[src/telnet_comport_rx_decoder_defines.svh]
// Assertion macros for the receive decoder, used by the controller module tcrd_ctrl.
`ifndef TELNET_COMPORT_RX_DECODER_DEFINES_SVH
`define TELNET_COMPORT_RX_DECODER_DEFINES_SVH

// Same-cycle implication, checked at every rising clock edge outside reset.
`define TCRD_ASSERT_IMPL(label, clk, rst, ante, cons) \
   label: assert property (@(posedge clk) disable iff (rst) (ante) |-> (cons)) \
      else $error("tcrd: implication check failed");

// Next-cycle implication.
`define TCRD_ASSERT_NEXT(label, clk, rst, ante, cons) \
   label: assert property (@(posedge clk) disable iff (rst) (ante) |=> (cons)) \
      else $error("tcrd: next-cycle check failed");

`endif

[src/tcrd_pkg.sv]
// Types, protocol constants and helper functions for the Telnet receive decoder.
`timescale 1ns / 1ps
package tcrd_pkg;

   localparam int SUBNEG_DEPTH = 32;
   localparam int ADDR_W       = $clog2(SUBNEG_DEPTH);
   localparam int CNT_W        = $clog2(SUBNEG_DEPTH + 1);

   localparam logic [7:0] B_IAC  = 8'd255;
   localparam logic [7:0] B_DONT = 8'd254;
   localparam logic [7:0] B_DO   = 8'd253;
   localparam logic [7:0] B_WONT = 8'd252;
   localparam logic [7:0] B_WILL = 8'd251;
   localparam logic [7:0] B_SB   = 8'd250;
   localparam logic [7:0] B_SE   = 8'd240;

   localparam logic [7:0] OPT_COMPORT = 8'd44;
   localparam logic [7:0] OPT_BIN     = 8'd0;
   localparam logic [7:0] OPT_SGA     = 8'd3;

   localparam logic [1:0] CH_DATA  = 2'd0;
   localparam logic [1:0] CH_REPLY = 2'd1;
   localparam logic [1:0] CH_CMD   = 2'd2;

   typedef struct packed {
      logic [1:0] channel;
      logic [7:0] out_byte;
      logic [7:0] command_code;
      logic       has_value;
      logic       truncated;
      logic       last;
      logic       com_port_agreed;
   } rsp_word_type;

   // One-hot flag position of a supported option, zero for any other option.
   function automatic logic [2:0] option_bit(input logic [7:0] opt);
      logic [2:0] bits;
      bits = 3'b000;
      if (opt == OPT_COMPORT) bits = 3'b001;
      if (opt == OPT_BIN)     bits = 3'b010;
      if (opt == OPT_SGA)     bits = 3'b100;
      return bits;
   endfunction

   function automatic rsp_word_type make_word(
      input logic [1:0] channel,
      input logic [7:0] out_byte,
      input logic [7:0] command_code,
      input logic       has_value,
      input logic       truncated,
      input logic       last,
      input logic       agreed
   );
      rsp_word_type w;
      w.channel         = channel;
      w.out_byte        = out_byte;
      w.command_code    = command_code;
      w.has_value       = has_value;
      w.truncated       = truncated;
      w.last            = last;
      w.com_port_agreed = agreed;
      return w;
   endfunction

endpackage

[src/tcrd_subneg_ram.sv]
// Subnegotiation byte buffer: one write port, one registered read port.
`timescale 1ns / 1ps
module tcrd_subneg_ram (
   input  logic                      clock,
   input  logic                      wr_en,
   input  logic [tcrd_pkg::ADDR_W-1:0] wr_addr,
   input  logic [7:0]                wr_data,
   input  logic                      rd_en,
   input  logic [tcrd_pkg::ADDR_W-1:0] rd_addr,
   output logic [7:0]                rd_data
);
   import tcrd_pkg::*;

   logic [7:0] mem [SUBNEG_DEPTH];

   always_ff @(posedge clock) begin
      if (wr_en) begin
         mem[wr_addr] <= wr_data;
      end
   end

   // Read data holds between reads, so a stalled result keeps its byte.
   always_ff @(posedge clock) begin
      if (rd_en) begin
         rd_data <= mem[rd_addr];
      end
   end

endmodule

[src/tcrd_out_stage.sv]
// Output register between the decoder and the result channel.
`timescale 1ns / 1ps
module tcrd_out_stage (
   input  logic                   clock,
   input  logic                   reset,
   input  logic                   push_valid,
   input  tcrd_pkg::rsp_word_type push_word,
   output logic                   out_ready,
   output logic                   rsp_valid,
   input  logic                   rsp_stall,
   output tcrd_pkg::rsp_word_type rsp_word
);
   import tcrd_pkg::*;

   logic         valid_ff;
   logic         valid_in;
   rsp_word_type word_ff;

   assign out_ready = !valid_ff || !rsp_stall;
   assign valid_in  = push_valid || (valid_ff && rsp_stall);

   always_ff @(posedge clock) begin
      if (reset) begin
         valid_ff <= 1'b0;
      end else begin
         valid_ff <= valid_in;
      end
   end

   always_ff @(posedge clock) begin
      if (push_valid && out_ready) begin
         word_ff <= push_word;
      end
   end

   assign rsp_valid = valid_ff;
   assign rsp_word  = word_ff;

endmodule

[src/tcrd_ctrl.sv]
// Telnet parser, option negotiation and subnegotiation read-out sequencer.
`timescale 1ns / 1ps
`include "telnet_comport_rx_decoder_defines.svh"
module tcrd_ctrl (
   input  logic                        clock,
   input  logic                        reset,
   input  logic                        req_valid,
   output logic                        req_stall,
   input  logic [7:0]                  req_rx_byte,
   output logic                        push_valid,
   output tcrd_pkg::rsp_word_type      push_word,
   input  logic                        out_ready,
   output logic                        ram_wr_en,
   output logic [tcrd_pkg::ADDR_W-1:0] ram_wr_addr,
   output logic [7:0]                  ram_wr_data,
   output logic                        ram_rd_en,
   output logic [tcrd_pkg::ADDR_W-1:0] ram_rd_addr,
   input  logic [7:0]                  ram_rd_data
);
   import tcrd_pkg::*;

   typedef enum logic [2:0] {
      ST_NORMAL,
      ST_IAC,
      ST_NEG,
      ST_SUB,
      ST_SUBIAC,
      ST_REPLY,
      ST_RD,
      ST_PUSH
   } state_type;

   localparam logic [1:0] REP_LAST = 2'd2;

   state_type        state_ff,   state_in;
   logic [7:0]       verb_ff,    verb_in;
   logic [2:0]       will_ff,    will_in;
   logic [2:0]       do_ff,      do_in;
   logic             agreed_ff,  agreed_in;
   logic [CNT_W-1:0] cnt_ff,     cnt_in;
   logic             ovf_ff,     ovf_in;
   logic [7:0]       opt_ff,     opt_in;
   logic [7:0]       code_ff,    code_in;
   logic [CNT_W-1:0] rd_idx_ff,  rd_idx_in;
   logic [1:0]       rep_idx_ff, rep_idx_in;
   logic [7:0]       rep_verb_ff, rep_verb_in;
   logic [7:0]       rep_opt_ff,  rep_opt_in;

   logic       accept;
   logic       busy;
   logic       do_push;
   logic [7:0] push_byte;
   logic [2:0] opt_bit;
   logic       rep_last;
   logic       rd_last;
   logic [7:0] rep_byte;

   assign busy      = (state_ff == ST_REPLY) || (state_ff == ST_RD) || (state_ff == ST_PUSH);
   assign req_stall = busy || !out_ready;
   assign accept    = req_valid && !req_stall;
   assign opt_bit   = option_bit(req_rx_byte);
   assign rep_last  = (rep_idx_ff == REP_LAST);
   assign rd_last   = (rd_idx_ff == cnt_ff - CNT_W'(1));

   always_comb begin
      case (rep_idx_ff)
         2'd0:    rep_byte = B_IAC;
         2'd1:    rep_byte = rep_verb_ff;
         default: rep_byte = rep_opt_ff;
      endcase
   end

   always_comb begin
      state_in    = state_ff;
      verb_in     = verb_ff;
      will_in     = will_ff;
      do_in       = do_ff;
      agreed_in   = agreed_ff;
      cnt_in      = cnt_ff;
      ovf_in      = ovf_ff;
      opt_in      = opt_ff;
      code_in     = code_ff;
      rd_idx_in   = rd_idx_ff;
      rep_idx_in  = rep_idx_ff;
      rep_verb_in = rep_verb_ff;
      rep_opt_in  = rep_opt_ff;
      do_push     = 1'b0;
      push_byte   = req_rx_byte;
      push_valid  = 1'b0;
      push_word   = make_word(CH_DATA, req_rx_byte, 8'd0, 1'b0, 1'b0, 1'b1, agreed_ff);
      ram_rd_en   = 1'b0;
      ram_rd_addr = rd_idx_ff[ADDR_W-1:0];

      unique case (state_ff)
         ST_NORMAL: begin
            if (accept) begin
               if (req_rx_byte == B_IAC) begin
                  state_in = ST_IAC;
               end else begin
                  push_valid = 1'b1;
               end
            end
         end
         ST_IAC: begin
            if (accept) begin
               state_in = ST_NORMAL;
               if (req_rx_byte == B_IAC) begin
                  push_valid = 1'b1;
               end else if (req_rx_byte == B_SB) begin
                  cnt_in   = '0;
                  ovf_in   = 1'b0;
                  state_in = ST_SUB;
               end else if (req_rx_byte == B_WILL || req_rx_byte == B_WONT ||
                            req_rx_byte == B_DO || req_rx_byte == B_DONT) begin
                  verb_in  = req_rx_byte;
                  state_in = ST_NEG;
               end
            end
         end
         ST_NEG: begin
            if (accept) begin
               state_in   = ST_NORMAL;
               rep_opt_in = req_rx_byte;
               rep_idx_in = 2'd0;
               if (opt_bit != 3'b000) begin
                  case (verb_ff)
                     B_DO: begin
                        if (req_rx_byte == OPT_COMPORT) agreed_in = 1'b1;
                        if ((will_ff & opt_bit) == 3'b000) begin
                           will_in     = will_ff | opt_bit;
                           rep_verb_in = B_WILL;
                           state_in    = ST_REPLY;
                        end
                     end
                     B_WILL: begin
                        if (req_rx_byte == OPT_COMPORT) agreed_in = 1'b1;
                        if ((do_ff & opt_bit) == 3'b000) begin
                           do_in       = do_ff | opt_bit;
                           rep_verb_in = B_DO;
                           state_in    = ST_REPLY;
                        end
                     end
                     B_DONT:  will_in = will_ff & ~opt_bit;
                     B_WONT:  do_in   = do_ff & ~opt_bit;
                     default: ;
                  endcase
               end else if (verb_ff == B_DO) begin
                  rep_verb_in = B_WONT;
                  state_in    = ST_REPLY;
               end else if (verb_ff == B_WILL) begin
                  rep_verb_in = B_DONT;
                  state_in    = ST_REPLY;
               end
            end
         end
         ST_SUB: begin
            if (accept) begin
               if (req_rx_byte == B_IAC) begin
                  state_in = ST_SUBIAC;
               end else begin
                  do_push = 1'b1;
               end
            end
         end
         ST_SUBIAC: begin
            if (accept) begin
               state_in = ST_NORMAL;
               if (req_rx_byte == B_IAC) begin
                  do_push  = 1'b1;
                  push_byte = B_IAC;
                  state_in = ST_SUB;
               end else if (req_rx_byte == B_SE) begin
                  cnt_in = '0;
                  ovf_in = 1'b0;
                  if (cnt_ff >= CNT_W'(2) && opt_ff == OPT_COMPORT) begin
                     if (cnt_ff == CNT_W'(2)) begin
                        push_valid = 1'b1;
                        push_word  = make_word(CH_CMD, 8'd0, code_ff, 1'b0, ovf_ff,
                                               1'b1, agreed_ff);
                     end else begin
                        // Keep the count and overflow until the value bytes are out.
                        cnt_in    = cnt_ff;
                        ovf_in    = ovf_ff;
                        rd_idx_in = CNT_W'(2);
                        state_in  = ST_RD;
                     end
                  end
               end else begin
                  cnt_in = '0;
                  ovf_in = 1'b0;
               end
            end
         end
         ST_REPLY: begin
            if (out_ready) begin
               push_valid = 1'b1;
               push_word  = make_word(CH_REPLY, rep_byte, 8'd0, 1'b0, 1'b0, rep_last,
                                      agreed_ff);
               rep_idx_in = rep_idx_ff + 2'd1;
               if (rep_last) state_in = ST_NORMAL;
            end
         end
         ST_RD: begin
            ram_rd_en = 1'b1;
            state_in  = ST_PUSH;
         end
         ST_PUSH: begin
            if (out_ready) begin
               push_valid = 1'b1;
               push_word  = make_word(CH_CMD, ram_rd_data, code_ff, 1'b1, ovf_ff, rd_last,
                                      agreed_ff);
               if (rd_last) begin
                  cnt_in   = '0;
                  ovf_in   = 1'b0;
                  state_in = ST_NORMAL;
               end else begin
                  rd_idx_in = rd_idx_ff + CNT_W'(1);
                  state_in  = ST_RD;
               end
            end
         end
         default: state_in = ST_NORMAL;
      endcase

      // Buffer append; the option and command bytes are also kept in registers.
      if (do_push) begin
         if (cnt_ff < CNT_W'(SUBNEG_DEPTH)) begin
            cnt_in = cnt_ff + CNT_W'(1);
            if (cnt_ff == CNT_W'(0)) opt_in  = push_byte;
            if (cnt_ff == CNT_W'(1)) code_in = push_byte;
         end else begin
            ovf_in = 1'b1;
         end
      end
   end

   assign ram_wr_en   = do_push && (cnt_ff < CNT_W'(SUBNEG_DEPTH));
   assign ram_wr_addr = cnt_ff[ADDR_W-1:0];
   assign ram_wr_data = push_byte;

   always_ff @(posedge clock) begin
      if (reset) begin
         state_ff   <= ST_NORMAL;
         verb_ff    <= 8'd0;
         will_ff    <= 3'b000;
         do_ff      <= 3'b000;
         agreed_ff  <= 1'b0;
         cnt_ff     <= '0;
         ovf_ff     <= 1'b0;
         rd_idx_ff  <= '0;
         rep_idx_ff <= 2'd0;
      end else begin
         state_ff   <= state_in;
         verb_ff    <= verb_in;
         will_ff    <= will_in;
         do_ff      <= do_in;
         agreed_ff  <= agreed_in;
         cnt_ff     <= cnt_in;
         ovf_ff     <= ovf_in;
         rd_idx_ff  <= rd_idx_in;
         rep_idx_ff <= rep_idx_in;
      end
   end

   always_ff @(posedge clock) begin
      opt_ff      <= opt_in;
      code_ff     <= code_in;
      rep_verb_ff <= rep_verb_in;
      rep_opt_ff  <= rep_opt_in;
   end

   `TCRD_ASSERT_IMPL(a_ovf_full, clock, reset, ovf_ff, cnt_ff == CNT_W'(SUBNEG_DEPTH))
   `TCRD_ASSERT_IMPL(a_push_ready, clock, reset, push_valid, out_ready)
   `TCRD_ASSERT_IMPL(a_rd_range, clock, reset, state_ff == ST_PUSH, (rd_idx_ff >= CNT_W'(2) && rd_idx_ff < cnt_ff))
   `TCRD_ASSERT_NEXT(a_rd_then_push, clock, reset, state_ff == ST_RD, state_ff == ST_PUSH)

endmodule

[src/telnet_comport_rx_decoder.sv]
// Top level of the Telnet receive decoder with COM-PORT option support.
// A data byte is registered and appears on the result side in the cycle after it is
// accepted. Unless the result side stalls, data bytes give one word per cycle and
// subnegotiation bytes are buffered one per cycle; a reply gives three words.
// Reset clears the parser, the option flags and the buffer count; no clearing pass.
`timescale 1ns / 1ps
module telnet_comport_rx_decoder (
   input  logic       clock,
   input  logic       reset,
   input  logic       req_valid,
   output logic       req_stall,
   input  logic [7:0] req_rx_byte,
   output logic       rsp_valid,
   input  logic       rsp_stall,
   output logic [1:0] rsp_channel,
   output logic [7:0] rsp_out_byte,
   output logic [7:0] rsp_command_code,
   output logic       rsp_has_value,
   output logic       rsp_truncated,
   output logic       rsp_last,
   output logic       rsp_com_port_agreed
);
   import tcrd_pkg::*;

   logic              push_valid;
   rsp_word_type      push_word;
   logic              out_ready;
   rsp_word_type      rsp_word;
   logic              ram_wr_en;
   logic [ADDR_W-1:0] ram_wr_addr;
   logic [7:0]        ram_wr_data;
   logic              ram_rd_en;
   logic [ADDR_W-1:0] ram_rd_addr;
   logic [7:0]        ram_rd_data;

   tcrd_ctrl u_ctrl (
      .clock       (clock),
      .reset       (reset),
      .req_valid   (req_valid),
      .req_stall   (req_stall),
      .req_rx_byte (req_rx_byte),
      .push_valid  (push_valid),
      .push_word   (push_word),
      .out_ready   (out_ready),
      .ram_wr_en   (ram_wr_en),
      .ram_wr_addr (ram_wr_addr),
      .ram_wr_data (ram_wr_data),
      .ram_rd_en   (ram_rd_en),
      .ram_rd_addr (ram_rd_addr),
      .ram_rd_data (ram_rd_data)
   );

   tcrd_subneg_ram u_ram (
      .clock   (clock),
      .wr_en   (ram_wr_en),
      .wr_addr (ram_wr_addr),
      .wr_data (ram_wr_data),
      .rd_en   (ram_rd_en),
      .rd_addr (ram_rd_addr),
      .rd_data (ram_rd_data)
   );

   tcrd_out_stage u_out (
      .clock      (clock),
      .reset      (reset),
      .push_valid (push_valid),
      .push_word  (push_word),
      .out_ready  (out_ready),
      .rsp_valid  (rsp_valid),
      .rsp_stall  (rsp_stall),
      .rsp_word   (rsp_word)
   );

   assign rsp_channel         = rsp_word.channel;
   assign rsp_out_byte        = rsp_word.out_byte;
   assign rsp_command_code    = rsp_word.command_code;
   assign rsp_has_value       = rsp_word.has_value;
   assign rsp_truncated       = rsp_word.truncated;
   assign rsp_last            = rsp_word.last;
   assign rsp_com_port_agreed = rsp_word.com_port_agreed;

endmodule
[config.mk]
export PLATFORM = sky130hd
export DESIGN_NAME = telnet_comport_rx_decoder
export DESIGN_NICKNAME = d
export VERILOG_FILES = /design/src/tcrd_pkg.sv /design/src/tcrd_subneg_ram.sv /design/src/tcrd_out_stage.sv /design/src/tcrd_ctrl.sv /design/src/telnet_comport_rx_decoder.sv
export VERILOG_INCLUDE_DIRS = /design/src /design/src/src
export SDC_FILE = /design/constraint.sdc
export NUM_CORES = 1
export LEC_CHECK = 0
export ABC_AREA = 1
export ABC_CLOCK_PERIOD_IN_PS = 4300
export BUFFER_PORTS_ARGS = -buffer_cell sky130_fd_sc_hd__buf_4
export CAP_MARGIN = 20
export CELL_PAD_IN_SITES_DETAIL_PLACEMENT = 0
export CELL_PAD_IN_SITES_GLOBAL_PLACEMENT = 1
export CORE_ASPECT_RATIO = 0.6
export CORE_MARGIN = 4
export CORE_UTILIZATION = 54
export CTS_CLUSTER_SIZE = 40
export DETAILED_ROUTE_END_ITERATION = 7
export PLACE_DENSITY_LB_ADDON = 0.05
export SLEW_MARGIN = 5
export SYNTH_ARGS = -nofsm -noshare
export SYNTH_HDL_FRONTEND = slang
export SYNTH_SLANG_ARGS = --single-unit
[constraint.sdc]
create_clock -name clock -period 4.3 [get_ports clock]
set_input_delay 0 -clock clock [delete_from_list [all_inputs] [get_ports clock]]
set_output_delay 0 -clock clock [all_outputs]
set_load 0.005 [all_outputs]
==> flow_summary.toml, run 1 <==
[logic_synthesis]
netlist_instances = 1334
avgSynthCellArea_um2 = 11.1
ys.flop_type = "edfxtp_1"
synth-seq-cells = 347
synthArstFlopShare = 0
yosysUniqueCellTypes = 46
synth_edf_count = 313
synth_top_area_frac = 0.633
synth_top_cell_by_area = "edfxtp_1"
synth.area.top_cells = "edfxtp_1 (63%), nor2_1 (6.1%), o21ai_0 (4.9%)"
ys_seq_area_frac = 0.679
syn_area_um2 = 14800
yosysWarnings = 0
syn-num-nets = 1354

[floorplanning]
core_um2 = 26700
die_y_um = 136
dieArea_um2 = 30300
rows = 46
io_pins = 36
die-width_um = 222
initial_core_util = 0.556

[setup_path]
worstPathRequired_ps = 4490
crit_type = "flop to flop"
worst_ep_arrival_time_ps = 3320
critical_path.max_fanout = 12
end_kind = "flop"
worstSetupStartpointType = "flop"

[layout]
drive_gt1_frac = 0.103
antennaDiodeCount = 0
multi_input_area_um2 = 4100
regArea_um2 = 10100
fill_cells = 2173
final_nets = 1377
areaGrowthSynthToFinish_pct = 11.2

[clocking]
cts.path.max_buffers = 3
clock_sinks = 347
cts-buffers-inserted = 31
post_cts_buffers = 0
cts_tree = "yes"
path_clk_slew_ps = 70
cts-root-buf = "clkbuf_16"
htreeDepth = 1
insertion_delay_ps = 570

[sta]
setup_tns_ps = 0
min_period_ps = 3140
hold_viol = 0
slew_violations = 0
min_period_over_period = 0.729
worstMarginPinSlew_ps = 982
clock_skew_ps = 19.2
rsz0062_at_grt = "false"
fin_ws_ps = 1160
setup_viol = 0
max_freq_mhz = 319
relSlewSlack = 0.343

[global_routing]
overflow = 0
antenna_found_initial = 0
grt_max_degree = 56
grt_use_total = 0.271
grt_pass1_wl_mm = 61.0
grt_pass1_vias = 9326

[power]
p_per_area_nw_per_um2 = 404
worst_ir_drop_vdd_mv = 0.365
p_leak_nw = 5.71

[routing]
vias = 10600
drt-initial-drc-count = 1342
ant_nets = 0
via_per_inst = 6.10
wl_mm = 41.3
firstDrtPassIters = 6
wl_per_cell_um = 23.7
drc = 0

[place]
portBuffers = 35
pre_cts_ws_ps = 1260
dp_hpwl_mm = 26.8
place_congestion = 0.922

[hold_path]
hold_path.class = "primary input to flop"

[outcome]
status = "completed"

[job]
maxCapViolations = 0
==> power by group <==
part	switching (mW)	internal, mW
clock	1.22	1.57
combinational	0.130	0.0473
sequential	0.00762	3.69
total	1.36	5.31
==> per-stage QoR <==
stage	hold WS (ps)	total power [mW]	std cells	area, µm²	utilization
6_report	73.0	6.67	1739	16500	0.618
2_1_floorplan	69.1	3.84	1334	14800	-
3_5_place_dp	339	3.94	1678	15400	0.577
5_1_grt	70.5	6.86	1739	16500	0.618
3_3_place_gp	336	3.94	1677	15400	0.577
4_1_cts	59.4	6.68	1739	16500	0.618
==> final cells by class <==
type / count / area share
multi-input cells: 820 / 0.249
inverters: 97 / 0.0224
well taps: 360 / 0.0273
repair buffers: 60 / 0.0281
flip-flops and latches: 347 / 0.611
clock buffers: 41 / 0.0563
clock inverters: 14 / 0.00599
==> worst paths after layout <==
path	cells after the start	start	slack [ps]	to
worst max-delay path	8	u_ctrl.state_ff[2]$_SDFFE_PP0P_	1160	u_ram.mem[19][7]$_DFFE_PP_
worst min-delay path	2	req_rx_byte[6]	70	u_ctrl.rep_opt_ff[6]$_DFFE_PP_
worst min register to register	2	u_ctrl.verb_ff[4]$_SDFFE_PP0P_	470	u_ctrl.verb_ff[4]$_SDFFE_PP0P_
worst max register to register	8	u_ctrl.state_ff[2]$_SDFFE_PP0P_	1160	u_ram.mem[19][7]$_DFFE_PP_
==> cells in the mapped netlist, drive strengths merged, types with 8 or more instances <==
library cell,number
clkbuf,52
edfxtp,313
nand4,23
nand2,157
ha,8
a21oi,35
o21ai,160
nand3,55
buf,18
o221ai,27
nor3,17
nor2,252
dfxtp,34
o22ai,42
inv,92
o211ai,10
==> state kept, by name, indices dropped and copies added (netlist names), 6 cells and up, named ones only <==
name and cells:
u_ctrl.rep_opt_ff 8, u_ctrl.verb_ff 8, u_ctrl.code_ff 8, u_ctrl.rd_idx_ff 6, u_ram.rd_data 8, u_ctrl.opt_ff 8
u_ram.mem 256, u_ctrl.cnt_ff 6, u_out.rsp_word 22
==> routing by layer <==
metal,up-vias,share of wire,global-route usage
met5,-,0,0
met4,0,0.014,0.0392
met3,51,0.14,0.0932
met2,610,0.37,0.328
met1,5136,0.48,0.463
li1,4811,-,-
==> placed cells by master (no fill, tap or decap), types with 4 or more instances in the layout <==
master	count
nand4_1	20
nor2_1	243
nor2_4	4
o21ai_0	144
a31oi_1	6
nor3b_1	4
dlygate4sd3_1	6
edfxtp_1	313
clkinv_2	6
clkinv_1	9
o221ai_1	27
dfxtp_1	32
o21ai_1	15
nand3_1	52
o22ai_1	42
nor3_1	15
inv_2	10
nand2_1	149
a211oi_1	5
buf_4	53
o211ai_1	10
xor2_1	6
nor2_2	4
ha_1	8
a21oi_1	35
nand2_2	6
inv_1	80
clkbuf_16	35
==> critical path, stage by stage, from the launching register on <==
cell and delay [ps]:
dfxtp_1 620, nand2_2 260, inv_4 190, nand2_4 80
nand2_2 70, nand2_2 60, nor2_4 240, nand2_1 430
nor2_1 800
==> cell families after synthesis <==
family          synth area share
xor+xnor                 0.00413
buf+inv                   0.0448
flops                      0.679
compound gates             0.115
simple gates               0.150
fa+ha+maj                0.00675
==> timing repair <==
| action | CTS | global route |
|---|---|---|
| hold buffers | 6 | 0 |
| gates resized for setup | 0 | 0 |
| endpoints found under the hold margin | 154 | 0 |
Power figures use the tool's default switching activity.
==> run 2: changes to the inputs <==
Settings changed: ABC_AREA 1 to 0, ABC_CLOCK_PERIOD_IN_PS 4300 to 3100.
Clock period 4.3 ns to 3.1 ns, I/O delays scaled along.
==> flow_summary.toml, run 2 <==
[routing]
wl_mm = 34.6
drt-initial-drc-count = 1125
drc = 0
ant_nets = 0
firstDrtPassIters = 5
vias = 8373
wl_per_cell_um = 26.2
via_per_inst = 6.34

[logic_synthesis]
syn-num-nets = 876
yosysUniqueCellTypes = 66
syn_area_um2 = 14400
synth.most_common_cell = "edfxtp_1"
synthArstFlopShare = 0
netlist_instances = 856
synth_edf_count = 313
synthTopCellsByCount = "edfxtp_1 (313), mux4_2 (80), nor2_1 (69)"
ys_seq_area_frac = 0.702
avgSynthCellArea_um2 = 16.8
synth_top_cell_by_area = "edfxtp_1"
yosysWarnings = 0
synth-seq-cells = 347
synth.area.top_cells = "edfxtp_1 (65%), mux4_2 (13%), dfxtp_1 (4.7%)"
synth_top_area_frac = 0.654
ys.flop_type = "edfxtp_1"

[clocking]
path_clk_slew_ps = 70
cts_tree = "yes"
post_cts_buffers = 0
insertion_delay_ps = 580
cts-root-buf = "clkbuf_16"
clock_sinks = 347
htreeDepth = 1
cts-buffers-inserted = 31
cts.path.max_buffers = 3

[sta]
slew_violations = 0
setup_tns_ps = 0
min_period_over_period = 0.904
worstMarginPinSlew_ps = 820
hold_viol = 0
min_period_ps = 2800
hold_ws_ps = 55.0
rsz0062_at_grt = "false"
max_freq_mhz = 357
fin_ws_ps = 299
relSlewSlack = 0.451
clock_skew_ps = 10.3
setup_viol = 0

[job]
maxCapViolations = 0

[layout]
multi_input_area_um2 = 4030
regMostFlops = "u_ram.mem"
fill_cells = 1831
drive_gt1_frac = 0.261
areaGrowthSynthToFinish_pct = 14.8
final_nets = 963
largest_reg_flops = 256
final_cell_mix = "edfxtp_1 (313), buf_4 (96), mux4_2 (80)"
final_common_cell = "edfxtp_1"
antennaDiodeCount = 0
regArea_um2 = 10100

[floorplanning]
die_y_um = 134
die-width_um = 219
io_pins = 36
initial_core_util = 0.558
dieArea_um2 = 29400
rows = 45
core_um2 = 25700

[power]
p_per_area_nw_per_um2 = 560
p_leak_nw = 5.28
power_mw = 9.24
worst_ir_drop_vdd_mv = 0.560

[place]
dp_hpwl_mm = 22.3
portBuffers = 35
place_congestion = 0.852
pre_cts_ws_ps = 346

[outcome]
status = "completed"

[hold_path]
hold_depth = 2
hold_path.class = "primary input to flop"

[global_routing]
grt_pass1_vias = 8066
grt_use_total = 0.243
antenna_found_initial = 1
overflow = 0
grt_pass1_wl_mm = 52.9
grt_max_degree = 68

[setup_path]
worst_ep_arrival_time_ps = 3130
worstSetupStartpointType = "flop"
end_kind = "flop"
r2r_cells = 4
worstPathRequired_ps = 3430
crit_type = "flop to flop"
critical_path.max_fanout = 29
-- run 2: cell types whose count changed in the layout (fill, tap and decap cells not counted), moves of 14 or more --
cell / before / now
o21ai_0: 144 / 19
nor2_1: 243 / 69
o21ai_1: 15 / 1
nand3_1: 52 / 13
o221ai_1: 27 / 0
buf_4: 53 / 96
o22ai_1: 42 / 1
inv_1: 80 / 13
mux4_2: 0 / 80
nand2_1: 149 / 52
-- run 2: final cells by class --
| class | count | area share |
|---|---|---|
| repair buffers | 107 | 0.0516 |
| multi-input cells | 443 | 0.244 |
| flip-flops and latches | 347 | 0.611 |
| well taps | 352 | 0.0267 |
| inverters | 13 | 0.00296 |
| clock inverters | 26 | 0.0158 |
| clock buffers | 32 | 0.0473 |
-- run 2: metal layers --
layer | global-route usage | part of all wire | vias up
met3 | 0.0663 | 0.10 | 52
li1 | - | - | 3574
met2 | 0.314 | 0.40 | 430
met1 | 0.416 | 0.48 | 4317
met5 | 0 | 0 | -
met4 | 0.0386 | 0.015 | 0
-- run 2: path summary, 6_finish.rpt --
check                                                 startpoint                        endpoint  slack [ps]
worst min register to register    u_ctrl.verb_ff[4]$_SDFFE_PP0P_  u_ctrl.verb_ff[4]$_SDFFE_PP0P_         470
worst max-delay path            u_ctrl.rd_idx_ff[0]$_SDFFE_PP0P_      u_ram.rd_data[4]$_DFFE_PP_         300
worst max register to register  u_ctrl.rd_idx_ff[0]$_SDFFE_PP0P_      u_ram.rd_data[4]$_DFFE_PP_         300
worst min-delay path                              req_rx_byte[1]  u_ctrl.rep_opt_ff[1]$_DFFE_PP_          60
-- run 2: power breakdown --
part | internal, mW | switching (mW) | leakage [nW] | total, mW
clock | 2.18 | 1.74 | 0.506 | 3.92
sequential | 5.11 | 0.00736 | 3.10 | 5.11
combinational | 0.0588 | 0.145 | 1.67 | 0.204
-- run 2: worst max-delay path, cell delays in order (launching register included) --
cell and delay (ps):
dfxtp_4 600, buf_12 310, mux4_2 670, mux4_2 610, mux2_2 310
-- run 2: logic make-up after synthesis --
kind of cell	after synthesis	synth area share
fa+ha+maj	8	0.00697
mux	101	0.141
xor+xnor	9	0.00549
simple gates	234	0.0825
flops	347	0.702
buf+inv	66	0.0179
compound gates	91	0.0447
-- run 2: stage by stage --
step / utilization / instances / area [µm²]
6_report: 0.641 / 1320 / 16500
5_1_grt: 0.641 / 1320 / 16500
3_5_place_dp: 0.597 / 1253 / 15400
3_3_place_gp: 0.597 / 1253 / 15400
4_1_cts: 0.641 / 1320 / 16500
2_1_floorplan: - / 856 / 14400
-- run 2: repair_timing --
item                      CTS  global route
gates resized for setup     0             0
hold endpoints to repair  237             0
hold buffers                9             0
==> run 3: changes to the inputs <==
Settings changed: RECOVER_POWER from default to 50.
==> flow_summary.toml, run 3 (synthesis results as in run 2) <==
[outcome]
status = "completed"

[floorplanning]
die-width_um = 219
die_y_um = 134
io_pins = 36
dieArea_um2 = 29400
initial_core_util = 0.558
rows = 45
core_um2 = 25700

[clocking]
cts-buffers-inserted = 31
insertion_delay_ps = 580
ctsResizeCount = 0
clock_sinks = 347
htreeDepth = 1
cts.path.max_buffers = 3
path_clk_slew_ps = 60
cts-root-buf = "clkbuf_16"
cts_tree = "yes"

[routing]
ant_nets = 0
drt-initial-drc-count = 1124
wl_per_cell_um = 26.2
via_per_inst = 6.29
firstDrtPassIters = 5
wl_mm = 34.5
drc = 0
vias = 8300

[sta]
rsz0062_at_grt = "false"
slew_violations = 0
hold_ws_ps = 64.8
min_period_ps = 2810
min_period_over_period = 0.906
setup_viol = 0
hold_viol = 0
max_freq_mhz = 356
clock_skew_ps = 13.5
relSlewSlack = 0.462
worstMarginPinSlew_ps = 804
setup_tns_ps = 0

[layout]
final_common_cell = "edfxtp_1"
final_cell_mix = "edfxtp_1 (313), mux4_2 (80), nor2_1 (69)"
fill_cells = 1837
largest_reg_flops = 256
drive_gt1_frac = 0.256
regMostFlops = "u_ram.mem"
finish.utilization = 0.640
areaGrowthSynthToFinish_pct = 14.7
antennaDiodeCount = 0
final_nets = 963

[setup_path]
worst_ep_arrival_time_ps = 3130
crit_type = "flop to flop"
critical_path.max_fanout = 29
worstSetupStartpointType = "flop"
end_kind = "flop"
worstPathRequired_ps = 3420

[place]
portBuffers = 35
place_congestion = 0.852
dp_hpwl_mm = 22.3

[job]
maxCapViolations = 0

[power]
worst_ir_drop_vdd_mv = 0.558
p_leak_nw = 5.25
p_per_area_nw_per_um2 = 560

[global_routing]
grt_pass1_wl_mm = 52.9
grt_pass1_vias = 8066
grt_max_degree = 68
antenna_found_initial = 1
overflow = 0
grt_use_total = 0.243

[hold_path]
hold_path.class = "primary input to flop"
run 3: cell types whose count changed in the layout (fill, tap and decap cells not counted), sizes merged:
cell    previous run  this run
buf               98        69
clkbuf            32        61
run 3: where the power goes:
group	internal, mW	leakage, nW	switching, mW	total, mW
Sequential	5.11	3.10	0.00697	5.11
Combinational	0.0559	1.64	0.145	0.201
Clock	2.18	0.506	1.73	3.91
Total	7.34	5.25	1.88	9.23
run 3: critical path: stages (launching register included):
cell and delay, ps:
dfxtp_4 600, buf_12 320, mux4_2 680, mux4_2 610
mux2_2 310
run 3: layout make-up:
| type | count | area, µm² | share of cell area |
|---|---|---|---|
| multi-input combinational | 443 | 4030 | 0.245 |
| sequential | 347 | 10100 | 0.612 |
| clock buffer | 32 | 779 | 0.0473 |
| inverter | 13 | 48.8 | 0.00296 |
| tap | 352 | 440 | 0.0267 |
| timing repair buffer | 107 | 832 | 0.0505 |
| clock inverter | 26 | 260 | 0.0158 |
run 3: layer usage:
layer | track usage | part of all wire | vias to the layer above
li1 | - | - | 3584
met1 | 0.416 | 0.47 | 4253
met2 | 0.314 | 0.40 | 419
met3 | 0.0663 | 0.11 | 44
met4 | 0.0386 | 0.014 | 0
met5 | 0 | 0 | -
run 3: metrics by stage:
| stage | setup slack (ps) | power [mW] | cell area (µm²) | std cells |
|---|---|---|---|---|
| 2_1_floorplan | 230 | 5.30 | 14400 | 856 |
| 3_3_place_gp | 348 | 5.40 | 15400 | 1253 |
| 3_5_place_dp | 346 | 5.41 | 15400 | 1253 |
| 4_1_cts | 335 | 9.31 | 16500 | 1320 |
| 5_1_grt | 154 | 9.55 | 16500 | 1320 |
| 6_report | 292 | 9.23 | 16500 | 1320 |
run 3: path summary, 6_finish.rpt:
kind / cells after the start / end / slack (ps) / start
max: 4 / u_ram.rd_data[4]$_DFFE_PP_ / 290 / u_ctrl.rd_idx_ff[0]$_SDFFE_PP0P_
min reg2reg: 2 / u_ctrl.verb_ff[4]$_SDFFE_PP0P_ / 470 / u_ctrl.verb_ff[4]$_SDFFE_PP0P_
min: 2 / u_ctrl.rep_opt_ff[0]$_DFFE_PP_ / 60 / req_rx_byte[0]
max reg2reg: 4 / u_ram.rd_data[4]$_DFFE_PP_ / 290 / u_ctrl.rd_idx_ff[0]$_SDFFE_PP0P_
run 3: what timing repair did:
| item | 4_1_cts | 5_1_grt |
|---|---|---|
| endpoints found under the hold margin | 237 | 0 |
| setup buffers | 0 | 0 |
| hold buffers | 9 | 0 |
